### src/hw/rtl/fsat_pkg.sv
`timescale 1ns / 1ps
`default_nettype none
package fsat_pkg;

    localparam int TAPS       = 64;
    localparam int CNT_W      = $clog2(TAPS);
    localparam int COEF_IDX_W = 6;
    localparam int SMP_W      = 16;
    localparam int PROD_W     = 2 * SMP_W;
    localparam int ACC_W      = PROD_W + $clog2(TAPS);
    localparam int FRAC       = 15;
    localparam int Q_W        = ACC_W - FRAC;
    localparam int S_DATA_W   = ((COEF_IDX_W + 2 * SMP_W + 7) / 8) * 8;
    localparam int M_DATA_W   = ((SMP_W + 7) / 8) * 8;

    localparam logic FUNC_LOAD   = 1'b0;
    localparam logic FUNC_FILTER = 1'b1;

    localparam logic signed [SMP_W-1:0] SAT_MAX = {1'b0, {(SMP_W-1){1'b1}}};
    localparam logic signed [SMP_W-1:0] SAT_MIN = {1'b1, {(SMP_W-1){1'b0}}};

    typedef enum logic [1:0] {
        S_IDLE,
        S_RUN,
        S_DRAIN,
        S_DONE
    } t_state;

    typedef struct packed {
        logic smp_en;
        logic coef_rot;
        logic coef_we;
    } t_cell_ctrl;

endpackage
`default_nettype wire

### src/hw/rtl/fsat_cell.sv
`timescale 1ns / 1ps
`default_nettype none
module fsat_cell (
    input  wire                                  i_clk,
    input  wire                                  i_rst_n,
    input  wire fsat_pkg::t_cell_ctrl            i_ctrl,
    input  wire logic signed [fsat_pkg::SMP_W-1:0] i_smp_prev,
    input  wire logic signed [fsat_pkg::SMP_W-1:0] i_coef_prev,
    input  wire logic signed [fsat_pkg::SMP_W-1:0] i_coef_wdata,
    output logic signed [fsat_pkg::SMP_W-1:0]    o_smp,
    output logic signed [fsat_pkg::SMP_W-1:0]    o_coef
);
    import fsat_pkg::*;

    logic signed [SMP_W-1:0] r_smp;
    logic signed [SMP_W-1:0] r_coef;

    always_ff @(posedge i_clk) begin
        if (!i_rst_n) begin
            r_smp  <= '0;
            r_coef <= '0;
        end else begin
            if (i_ctrl.smp_en) begin
                r_smp <= i_smp_prev;
            end
            if (i_ctrl.coef_rot) begin
                r_coef <= i_coef_prev;
            end else if (i_ctrl.coef_we) begin
                r_coef <= i_coef_wdata;
            end
        end
    end

    assign o_smp  = r_smp;
    assign o_coef = r_coef;

endmodule
`default_nettype wire

### config.mk
export PLATFORM = sky130hd
export DESIGN_NAME = fsat_cell
export DESIGN_NICKNAME = d
export VERILOG_FILES = /design/src/hw/rtl/fsat_pkg.sv /design/src/hw/rtl/fsat_cell.sv
export SDC_FILE = /design/constraint.sdc
export NUM_CORES = 1
export LEC_CHECK = 0
export ABC_AREA = 1
export BUFFER_PORTS_ARGS = -buffer_cell sky130_fd_sc_hd__buf_2
export CAP_MARGIN = 10
export CELL_PAD_IN_SITES_DETAIL_PLACEMENT = 1
export CELL_PAD_IN_SITES_GLOBAL_PLACEMENT = 1
export CORE_UTILIZATION = 25
export CTS_CLUSTER_SIZE = 30
export DETAILED_ROUTE_END_ITERATION = 8
export PLACE_DENSITY = 0.8
export SYNTH_ARGS = -nofsm -noshare
export SYNTH_HDL_FRONTEND = slang
export SYNTH_SLANG_ARGS = --single-unit
### constraint.sdc
create_clock -name i_clk -period 0.8 [get_ports i_clk]
set_input_delay 0.12 -clock i_clk [delete_from_list [all_inputs] [get_ports i_clk]]
set_output_delay 0.12 -clock i_clk [all_outputs]
set_load 0.02 [all_outputs]
==> impl_results.md <==
- Post-Route WL: 4240 um
- CP endpoint kind: output port
- Die area: 0.00570 mm2
- Largest net degree at the start of global routing: 33
- Final Wtd Congestion: 0.692
- DRT Pass-1 Iters: 4
- Wire per inst: 12.2 um
- Post-synthesis sequential area ratio: 47.5%
- Worst path cell trace: buf_6
- Final Hold Fails: 0
- Crit path DAT: 0.75 ns
- Layout cells sized above 1: a little under half
- Slowest stage delay, CP: 0.34 ns
- M1 GR Usage: 15.8%
- Max Freq: 1160 MHz
- Number of buffers on the longest clock path: 2
- Setup violators final: 32
- Cell area power density: 1900 mW/mm2
- CTS tree: done
- Count of state elements after synthesis: 32
- Family with the most delay on the worst path: flip-flops
- Vias: around 1,500
- Grt met3 use: 5.56%
- Synthesized area per cell: 7.11 um2
- Vias per cell: 4.39
- Req. time, crit path: 0.68 ns
- YS warnings: 0
- Core Region: roughly 0.0051 mm2
- Num ports: 85
- Starting Density: a little over a quarter
- Routed Antenna Nets: 0
- CTS buffer count: 5
- Crit Path Max Fanout: 2
- Synthesis-to-layout area growth: 62.8%
- Mapped Area: between 0.001 and 0.0015 mm2
- Total GRT Usage: 15.5%
- Final worst slack: -0.0652 ns
- Rows: 26
- ANT cells: 0
- Peak VDD IR: a little under 1 mV
- Yosys cell types: 13
- Class of the worst hold path: in -> reg
- Pleak: approximately 1.2 nW
- First-pass GRT wire length: 6520 um
- Slew margin rel.: 68.4%
- Die extent in y: around 75 um
- Cts hold-fix bufs: 0
- Worst Path Buf+Inv: 1
- Drt first-iter violations: 47
- Final min period: 0.865 ns
- Final layout net count: 329
- Setup tns final: -1.67 ns
- Net count after synthesis: roughly 240
- Worst slack, placed: -0.125 ns
- # clock sinks: 32
- Detailed Place HPWL: 2930 um
- Number of global-route vias before repair: 1,478
- Worst-path clk slew: roughly 0.07 ns
- CP Launch Type: flop
- I/O Buffers: 84
- Root buf cell: clkbuf_8
- Non-Filler Instances: around 350
- Slowest cell on the critical path: dfxtp_2
- CP Class: reg -> out
- DRC viols: 0
- DP Cell Count: 339
- RSZ-0062 raised after global routing: yes
- Least-Margin Pin Slew: 0.474 ns
- H-tree level count: 2
- Design Power: 0.00417 W
- Initial antenna violation count: 0
- Clock Latency Late Sink: ~0.28 ns
- Die W: 75.5 um
- Fillers: 684
- Outcome: finished, violations left
- Global route overflow: 0
- GRT met2 Usage: just under 30%
- Syn Inst Count: 190
- Fin Clk Skew: 0 ns
- Failing checks: setup timing
- Worst Hold Slack: around 0.057 ns
- Most Crowded Layer GR: met2
- Fin crit share: 108%
- Slew Limit Fails: 0
- Max-Cap Viols: 0
==> area by class of cell <==
type | instances | area [um2] | area share, %
inverter | 18 | 67.6 | 3.07
timing repair buffer | 90 | 691 | 31.4
clock inverter | 3 | 42.5 | 1.94
multi-input combinational | 129 | 561 | 25.5
tap | 70 | 87.6 | 3.98
sequential | 32 | 681 | 31.0
clock buffer | 5 | 68.8 | 3.13
==> flip-flops by register name (all words and copies together) (netlist names) <==
name / cells
o_coef: 16
o_smp: 16
==> stage by stage <==
step / cell area (um2) / util [%]
after floorplan: 1350 / -
after global placement: 1850 / 35.9
after detailed placement: 1850 / 35.9
after CTS: 2200 / 42.8
after global routing: 2200 / 42.8
final: 2200 / 42.8
==> final timing paths <==
check / start / endpoint / slack [ns] / cells after the start
min reg2reg: o_smp[3] / o_smp[3] / 0.51 / 2
max: o_smp[9] / o_smp[9] / -0.07 / 1
min: i_smp_prev[9] / o_smp[9] / 0.06 / 3
max reg2reg: o_smp[12] / o_smp[12] / 0.15 / 2
==> metal layers <==
metal / share of wire (%) / vias to the layer above
met4: 0.80 / 0
met3: 7.2 / 5
li1: - / 762
met1: 40 / 703
met2: 52 / 53
met5: 0 / -
==> repair_timing <==
action	4_1_cts	5_1_grt
endpoints found under the setup margin	32	32
endpoints found under the hold margin	0	0
resized for setup	96	0
setup buffers	0	0
==> cells in the mapped netlist, drive strengths merged <==
| cell | n | share of area, % |
|---|---|---|
| nand2 | 48 | 13 |
| nor2 | 33 | 10 |
| dfxtp | 32 | 47 |
| nand3 | 32 | 12 |
| inv | 18 | 5.0 |
| o21ai | 16 | 5.9 |
| buf | 8 | 5.1 |
| clkbuf | 3 | 0.93 |
==> where the power goes <==
group	internal, W	switching (W)
registers	0.00172	0.0000768
logic	0.000409	0.000419
clock network	0.000921	0.000616
total	0.00306	0.00111
==> cell families (layout without fill, tap and decap cells) <==
group	Yosys count	count (layout)	share of synthesized area (%)
simple gates	113	113	35.6
flops	32	32	47.5
buf+inv	29	116	11.0
compound gates	16	16	5.93
==> layout by cell type, fill, tap and decap left out, drive strengths merged <==
master	count
nand3	32
inv	18
bufinv	1
dfxtp	32
nor2	33
buf	90
clkinvlp	1
clkinv	1
nand2	48
o21ai	16
clkbuf	5
(Power assumes the default switching activity.)
