===== src/hw/rtl/fsat_pkg.sv =====
`timescale 1ns / 1ps
`default_nettype none
package fsat_pkg;

    localparam int TAPS       = 64;
    localparam int CNT_W      = $clog2(TAPS);
    localparam int COEF_IDX_W = 6;
    localparam int SMP_W      = 16;
    localparam int PROD_W     = 2 * SMP_W;
    localparam int ACC_W      = PROD_W + $clog2(TAPS);
    localparam int FRAC       = 15;
    localparam int Q_W        = ACC_W - FRAC;
    localparam int S_DATA_W   = ((COEF_IDX_W + 2 * SMP_W + 7) / 8) * 8;
    localparam int M_DATA_W   = ((SMP_W + 7) / 8) * 8;

    localparam logic FUNC_LOAD   = 1'b0;
    localparam logic FUNC_FILTER = 1'b1;

    localparam logic signed [SMP_W-1:0] SAT_MAX = {1'b0, {(SMP_W-1){1'b1}}};
    localparam logic signed [SMP_W-1:0] SAT_MIN = {1'b1, {(SMP_W-1){1'b0}}};

    typedef enum logic [1:0] {
        S_IDLE,
        S_RUN,
        S_DRAIN,
        S_DONE
    } t_state;

    typedef struct packed {
        logic smp_en;
        logic coef_rot;
        logic coef_we;
    } t_cell_ctrl;

endpackage
`default_nettype wire


===== src/hw/rtl/fsat_mac.sv =====
`timescale 1ns / 1ps
`default_nettype none
module fsat_mac (
    input  wire                                  i_clk,
    input  wire                                  i_rst_n,
    input  wire                                  i_clr,
    input  wire                                  i_vld,
    input  wire logic signed [fsat_pkg::SMP_W-1:0] i_coef,
    input  wire logic signed [fsat_pkg::SMP_W-1:0] i_smp,
    output logic signed [fsat_pkg::SMP_W-1:0]    o_result
);
    import fsat_pkg::*;

    logic signed [PROD_W-1:0] r_prod;
    logic                     r_prod_vld;
    logic signed [ACC_W-1:0]  r_acc;
    logic signed [Q_W-1:0]    q;
    logic [Q_W-SMP_W:0]       hi;
    logic                     in_range;

    always_ff @(posedge i_clk) begin
        if (!i_rst_n) begin
            r_prod_vld <= 1'b0;
        end else begin
            r_prod_vld <= i_vld;
        end
    end

    always_ff @(posedge i_clk) begin
        r_prod <= i_coef * i_smp;
        if (i_clr) begin
            r_acc <= '0;
        end else if (r_prod_vld) begin
            r_acc <= r_acc + {{(ACC_W-PROD_W){r_prod[PROD_W-1]}}, r_prod};
        end
    end

    // floor shift, then clamp to Q1.15
    always_comb begin
        q        = r_acc[ACC_W-1:FRAC];
        hi       = q[Q_W-1:SMP_W-1];
        in_range = (&hi) || !(|hi);
        if (in_range) begin
            o_result = q[SMP_W-1:0];
        end else if (q[Q_W-1]) begin
            o_result = SAT_MIN;
        end else begin
            o_result = SAT_MAX;
        end
    end

endmodule
`default_nettype wire


===== config.mk =====
export PLATFORM = sky130hd
export DESIGN_NAME = fsat_mac
export DESIGN_NICKNAME = d
export VERILOG_FILES = /design/src/hw/rtl/fsat_pkg.sv /design/src/hw/rtl/fsat_mac.sv
export SDC_FILE = /design/constraint.sdc
export NUM_CORES = 1
export LEC_CHECK = 0
export BUFFER_PORTS_ARGS = -buffer_cell sky130_fd_sc_hd__buf_2
export CAP_MARGIN = 20
export CORE_MARGIN = 5
export CORE_UTILIZATION = 50
export CTS_BUF_LIST = sky130_fd_sc_hd__clkbuf_8
export CTS_CLUSTER_SIZE = 12
export DETAILED_ROUTE_END_ITERATION = 10
export GPL_TIMING_DRIVEN = 0
export PLACE_DENSITY = 0.67
export REMOVE_ABC_BUFFERS = 1
export SKIP_LAST_GASP = 1
export SYNTH_ARGS = -nofsm -noshare
export SYNTH_HDL_FRONTEND = slang
export SYNTH_SLANG_ARGS = --single-unit

===== constraint.sdc =====
create_clock -name i_clk -period 7.44 [get_ports i_clk]
set_input_delay 1.116 -clock i_clk [delete_from_list [all_inputs] [get_ports i_clk]]
set_output_delay 1.116 -clock i_clk [all_outputs]
set_load 0.02 [all_outputs]

==> flow_metrics.tcl <==
set metrics [dict create \
    synth-edff-count 0 \
    max_freq_mhz 144 \
    rows 61 \
    totalWireLength_um 30600 \
    slew_violations 0 \
    cts-root-buf "clkbuf_8" \
    finalSetupTns_ns 0 \
    yosys-mux-area-fraction_pct 1.74 \
    grt_pass1_wl_um 54500 \
    hold_class "reg2reg" \
    synth_flop_cell "dfxtp_1" \
    clkTransAtPathRegs_ns 0.08 \
    syn_area_per_cell_um2 9.11 \
    path_class "in2reg" \
    wl_met2_um 15200 \
    numCtsBuffers 9 \
    worstMarginPinSlew_ns 1.06 \
    dieArea_mm2 0.0312 \
    hold_viol 0 \
    core_area_mm2 0.0276 \
    start_util_pct 50.2 \
    startpoint_type "input port" \
    ys_types 69 \
    ff_latch_area_mm2 0.00142 \
    synthSimpleGateAreaFrac_pct 15.1 \
    grt-ovfl-total 0 \
    io_buffers 51 \
    reg2reg_depth 13 \
    syn_area_mm2 0.0139 \
    ioPinCount 52 \
    clock_latency_ns 0.35 \
    whs_path_depth 2 \
    clock_path_buffers 2 \
    synthCells 1523 \
    synth_common_cells "inv_1 (300), fa_1 (263), nand2_1 (149)" \
    ant_nets 0 \
    cts_hold_buf 0 \
    crit_fanout 16 \
    finalSetupViolCount 0 \
    via_per_inst 5.31 \
    synth_xor_xnor_area_share_pct 3.98 \
    period_share_pct 93.5 \
    rsz0062_at_grt "false" \
    cts_tree "built" \
    cts_resized 0 \
    drc_errors 0 \
    post_cts_buffers 0 \
    highest_layer "met4" \
    ys_ff_latch 71 \
    synth_area_leaders "fa_1 (38%), ha_1 (11%), dfxtp_1 (10%)" \
    layout-drive-gt1-share_pct 5.65 \
    crit_path_end_kind "flop" \
    grt_pass1_vias 11200 \
    synth_largest_area_cell "fa_1" \
    drtPass1Iterations 5 \
    wl_met3_um 1310 \
    synthDominantCellAreaShare_pct 37.9 \
    place.gp.congestion 0.832 \
    grt_start_max_net_pins 46 \
    status "finished clean" \
    yosysWarnings 0 \
    synth_compound_gate_area_share_pct 10.5 \
    multi_input_area_mm2 0.0111 \
    period_needed_ns 6.95 \
    die_h_um 177 \
    die-width_um 177 \
    num-fill-cells 2631 \
    dp_hpwl_um 25100 \
    num_antenna_cells 0 \
    wl_per_cell_um 16.0 \
    yosysSeqAreaShare_pct 10.2 \
    worst-endpoint-arrival_ns 7.23 \
    max_cap_violations 0 \
    final_util_pct 53.0 \
    synth_top_family_by_area "adder cells" \
    yosysMostFrequentCell "inv_1" \
    drt_iter0_markers 428 \
    skew_ns 0.00933 \
    synth-adder-area-share_pct 48.7 \
    async_flop_share_pct 0 \
    required_ns 7.72 \
    wl_met1_um 13800 \
    cts_num_sinks 71 \
    antenna_found_initial 0 \
    track_usage_pct 21.2 \
    final_nets 1953 \
    synthToLayoutAreaGrowth_pct 5.56 \
    htree_levels 3 \
    slew_headroom_pct 29.2 \
    vias 10200 \
]
## path summary, 6_finish.rpt
kind / from / end / slack (ns)
hold reg to reg: r_acc[8] / r_acc[8] / 0.49
setup / recovery: i_smp[1] / r_prod[31] / 0.49
setup reg to reg: r_acc[0] / r_acc[34] / 4.04
hold / removal: r_acc[8] / r_acc[8] / 0.49
## per-layer routing
layer	vias up	global-route usage, %
li1	4777	-
met1	5176	28.9
met2	195	37.1
met3	27	2.44
met4	0	3.38
met5	-	0
## state kept, by name (all words and copies together) (netlist names)
signal	count
r_prod	32
r_prod_vld	1
r_acc	38
## area by class of cell
cell class              count  area share [%]
clock buffers              10           0.940
multi-input cells        1099            75.7
inverters                 301            7.71
well taps                 378            3.23
flip-flops and latches     71            9.71
repair buffers             53            1.93
clock inverters             5           0.726
## stage by stage
stage / hold WS [ns] / area, um2 / setup slack [ns] / std cells
after global routing: 0.540 / 14600 / 0.114 / 1917
after global placement: 0.476 / 14400 / 0.193 / 1900
final: 0.494 / 14600 / 0.486 / 1917
after detailed placement: 0.488 / 14400 / 0.0877 / 1902
after floorplan: 0.461 / 13600 / 0.999 / 1471
after CTS: 0.497 / 14600 / 0.460 / 1917
## cell families after synthesis
| logic type | count (synthesis) |
|---|---|
| muxes | 24 |
| and+or+nand+nor | 420 |
| xor gates and xnor gates | 63 |
| DFF | 71 |
| AOI/OAI and AO/OA | 210 |
| buffers and inverters | 353 |
| adders and majority gates | 382 |
## critical path: stages
cell and delay, ns:
buf_2 0.30, nand2_1 0.16, inv_1 0.15, fa_1 0.55, fa_1 0.87, inv_1 0.16
fa_1 0.52, fa_1 0.58, fa_1 0.43, fa_1 0.48, inv_1 0.04, ha_1 0.32
a21o_1 0.17, a21oi_1 0.24, nand2_1 0.14, a2111oi_2 0.35, a211oi_1 0.14, a21o_1 0.20
a21oi_1 0.16, xnor2_1 0.13
## cell usage in the layout, fill, tap and decap left out, types with 4 or more instances in the layout
cell,instances
nor2_1,72
a211oi_1,6
nor2b_1,6
mux2i_1,23
nor4_1,4
buf_2,51
o21bai_1,10
a31oi_1,8
nor3_1,10
xor2_1,20
dfxtp_1,70
a21o_1,51
o211ai_1,4
and2_1,128
clkbuf_8,10
o21ai_1,4
ha_1,119
nand2b_1,7
fa_1,263
and3_2,4
o21a_1,6
inv_1,300
o21ai_0,31
a21oi_1,52
o311ai_0,4
nand2_1,149
xnor2_1,43
nand3_1,16
nand4_1,10
Power is not shown: default switching activity piles up to over one toggle a cycle in this logic, so the estimate is an artifact.
